### src/rtl/core/nrfd_ram.sv
// Generic single-write, single-read synchronous RAM with registered read data.
module nrfd_ram #(
   parameter int WIDTH = 8,
   parameter int DEPTH = 16
) (
   input  logic                                 clock,
   input  logic                                 we,
   input  logic [(DEPTH > 1 ? $clog2(DEPTH) : 1)-1:0] waddr,
   input  logic [WIDTH-1:0]                     wdata,
   input  logic                                 re,
   input  logic [(DEPTH > 1 ? $clog2(DEPTH) : 1)-1:0] raddr,
   output logic [WIDTH-1:0]                     rdata
);

   logic [WIDTH-1:0] mem [DEPTH];
   logic [WIDTH-1:0] rdata_ff;

   always_ff @(posedge clock) begin
      if (we) begin
         mem[waddr] <= wdata;
      end
      if (re) begin
         rdata_ff <= mem[raddr];
      end
   end

   assign rdata = rdata_ff;

endmodule

### config.mk
export PLATFORM = sky130hd
export DESIGN_NAME = nrfd_ram
export DESIGN_NICKNAME = d
export VERILOG_FILES = /design/src/rtl/core/nrfd_ram.sv
export SDC_FILE = /design/constraint.sdc
export NUM_CORES = 1
export LEC_CHECK = 0
export BUFFER_PORTS_ARGS = -buffer_cell sky130_fd_sc_hd__clkbuf_2
export CORE_ASPECT_RATIO = 0.9
export CORE_UTILIZATION = 50
export CTS_BUF_LIST = sky130_fd_sc_hd__clkbuf_4 sky130_fd_sc_hd__clkbuf_8
export DETAILED_ROUTE_END_ITERATION = 8
export GPL_TIMING_DRIVEN = 0
export MAX_ROUTING_LAYER = met4
export PLACE_DENSITY = 0.67
export SETUP_SLACK_MARGIN = 0.15
export SYNTH_ARGS = -nofsm -noshare
export SYNTH_HDL_FRONTEND = slang
export SYNTH_SLANG_ARGS = --single-unit
### constraint.sdc
create_clock -name clock -period 1.9 [get_ports clock]
set_clock_uncertainty 0.05 [all_clocks]
set_input_delay 0.19 -clock clock [delete_from_list [all_inputs] [get_ports clock]]
set_output_delay 0.19 -clock clock [all_outputs]
set_load 0.05 [all_outputs]
==> impl_summary.md <==
Status
The flow ran to the end, and the final reports show no timing, DRC or antenna violations.

Finish
The combined flip-flop and latch cell area is 4084 sq um. The antenna cell count is 0. Leaving out fill and tap cells, the most frequent cell in the layout is sky130_fd_sc_hd__edfxtp_1. Leaving out fill and tap cells, the most frequent cells in the layout are sky130_fd_sc_hd__edfxtp_1 (136), sky130_fd_sc_hd__clkbuf_2 (25), sky130_fd_sc_hd__mux4_2 (18). The synthesis-to-finish area growth is 15.10%.

The area taken by multi-input logic gates is 1062 sq um. Fill cells in the final layout number 731. The proportion of layout cells with a drive suffix above 1 is 29.72%. The fraction of the core area covered by cells at the end of the flow is 58.97%.

The post-layout net count is 292. Leaving out filler cells and counting taps, the final layout contains 415.

Worst hold path
In this run the most critical hold path is launched from re. The worst hold path belongs to the class in -> reg.

Placement
The count of buffers added on input and output ports is 25. After detailed placement, the design holds a cell count of 383. The HPWL after detailed placement is 6.193 mm. The congestion estimate from routability-driven global placement came to 0.7311.

Setup path
At the worst endpoint, the required time is 2.02 ns. The startpoint type of the worst setup path is a register. For the worst setup path, the data arrival time is 1.75 ns. The origin of the worst setup path is mem[5][0]$_DFFE_PP_. The launching point of the worst reg2reg path is mem[5][0]$_DFFE_PP_.

The kind of critical path is reg -> reg. The critical path goes through mux4_1 -> a22oi_1 -> nand2_1. On the critical path the largest part of the delay comes from multiplexers.

The worst stage delay on the critical path is 0.56 ns. The capturing element type of the critical path is a register. The number of buffers and inverters on the critical path is 0. The cell type of the slowest stage on the worst timing path is sky130_fd_sc_hd__mux4_1. In this run the worst path has a maximum fanout of 1.

STA
Derived from the worst setup path, the maximum achievable clock frequency is 613.1 MHz. The smallest clock period supported by the final layout is computed as 1.631 ns. Hold timing on the final database bottoms out at a slack of 0.06554 ns. The number of endpoints with negative hold slack in the final report is 0. The max-slew violation count is 0. In the finished design, the share of the clock period the worst path needs comes to 85.84%. Setup repair after global routing left no endpoint under its margin. Setup violations remaining at the end of the flow were counted as 0. The worst relative slew slack is 14.39%. At the pin with the least slew margin, the transition time is 1.274 ns.

Synthesis
The biggest area consumer among synthesized cells is sky130_fd_sc_hd__edfxtp_1. The post-synthesis area per instance is 22.83 sq um. The cell area that synthesis handed to floorplanning was 5228 sq um.

Yosys printed 0 warnings. The sequential cell area fraction in the yosys report is 78.12%. The post-synth net total is 248. After synthesis the netlist holds a flip-flop and latch count of 136.

The gate count of the mapped netlist is 229. Summed over its instances, the top area cell type makes up 78.12% of the synthesized netlist area. After synthesis, the netlist uses 18 different library cells. After synthesis, the cell types taking the most area are sky130_fd_sc_hd__edfxtp_1 (78%), sky130_fd_sc_hd__mux4_2 (7.8%), sky130_fd_sc_hd__mux4_1 (7.0%).

CTS
The insertion delay to the later sink of the worst-skew pair is 0.43 ns. The clock sink total is 136. After clock tree synthesis, the flow added hold-fix buffers numbering 0. Gates resized during post-CTS repair numbered 1.

The CTS H-tree depth is 4. TritonCTS built the clock tree. The clock-pin slew reported for the worst setup and hold paths after clock tree synthesis is 0.08 ns. Clock tree synthesis selected as its root buffer the cell sky130_fd_sc_hd__clkbuf_8.

The clock tree buffer depth is 2. Clock tree synthesis inserted a total of 17 buffers. The post-CTS setup repair buffer count is 0.

Global route
Summed over all layers, the global routing overflow is 0. The first global-routing pass estimated 14.23 mm of wire. The via count of the first global-routing pass was 2443. Entering global routing, the biggest net connects 17 pins. Global routing used 20.42% of the available tracks across all layers. The initial antenna violation count is 0.

Floorplanning
The total number of placement rows is 35. Once the floorplan was initialized, standard cells occupied 51.23% of the core. From bottom edge to top edge, the die measures 99 um. The overall die width is 109.8 um.

In this run the standard cell core region covers 10200 sq um. The floorplan step defined a die boundary enclosing 10870 sq um. 27 I/O pins were placed.

Power and ir drop
For this design the static power due to leakage is 2.010 nW. The worst ir drop on vdd is 543.5 uV. Dividing total power by cell area gives a power density of 1110 nW/um^2.

Detailed routing
After detailed routing, the number of vias per cell comes to 5.819. The initial DRC count is 151. The first TritonRoute pass finished after 4 iterations.

The detail route stage leaves a number of antenna-violating nets equal to 0. The routed wire length is 9.687 mm. The count of unresolved DRC violations after routing is 0.

The total number of vias is 2415. The post-detailed-route wirelength per cell is 23.34 um.

Job
The number of max-cap violations is 0.
[layer usage]
metal  wire (um)  GRT usage, %
met4         141         8.410
met1        4223         27.97
met3         687         4.563
met2        4634         29.86
met5           0             -
[worst register-to-register path: stages, from the launching register on]
cell and delay, ns:
sky130_fd_sc_hd__edfxtp_1 0.36, sky130_fd_sc_hd__mux4_1 0.56, sky130_fd_sc_hd__a22oi_1 0.30, sky130_fd_sc_hd__nand2_1 0.12
[registers in the layout, indices dropped and copies added, names as in the netlist]
register,cells
mem,128
rdata,8
[power by group]
group | switching [mW] | total (mW) | internal, mW
logic | 0.235 | 0.365 | 0.130
registers | 0.0148 | 3.39 | 3.38
clock network | 1.07 | 2.92 | 1.85
[kinds of logic (layout without fill, tap and decap cells)]
| logic type | Yosys count | in the layout | share of synthesized area, % |
|---|---|---|---|
| buffers and inverters | 10 | 67 | 1.651 |
| muxes | 32 | 32 | 14.79 |
| AOI/OAI and AO/OA | 16 | 16 | 2.298 |
| and+or+nand+nor | 35 | 35 | 3.136 |
| DFF | 136 | 136 | 78.12 |
[final cells by class]
cell class / instances / area share, %
Tap cell: 129 / 2.682
Timing Repair Buffer: 25 / 2.079
Buffer: 10 / 1.435
Clock buffer: 19 / 4.138
Sequential cell: 136 / 67.87
Multi-Input combinational cell: 83 / 17.65
Clock inverter: 13 / 4.138
[final timing paths]
check / end / slack [ns] / cells past startpoint
worst max register to register: rdata[0]$_DFFE_PP_ / 0.27 / 3
worst min-delay path: rdata[0]$_DFFE_PP_ / 0.07 / 1
worst max-delay path: rdata[0]$_DFFE_PP_ / 0.27 / 3
worst min register to register: rdata[1]$_DFFE_PP_ / 0.73 / 3
[stage by stage]
stage	area [sq um]	setup WS [ns]	setup TNS (ns)	total power, mW
6_report	6017	0.2690	0	6.677
5_1_grt	6017	0.2308	0	6.846
4_1_cts	6017	0.2517	0	6.703
3_5_place_dp	5514	-0.4621	-5.351	3.827
3_3_place_gp	5514	-0.4002	-4.402	3.813
2_1_floorplan	5228	0.1671	0	3.678
[Yosys cell counts (all sizes together)]
| cell type | n |
|---|---|
| edfxtp | 136 |
| mux4 | 32 |
| a22oi | 16 |
| nor2 | 13 |
| nand2 | 9 |
| buf | 7 |
| nor3 | 4 |
| clkdlybuf4s25 | 3 |
| nand2b | 2 |
| nand3b | 2 |
| and2 | 1 |
| and2b | 1 |
| nand3 | 1 |
| nor2b | 1 |
| or3b | 1 |
No activity file was read; power rests on OpenSTA's default activity.
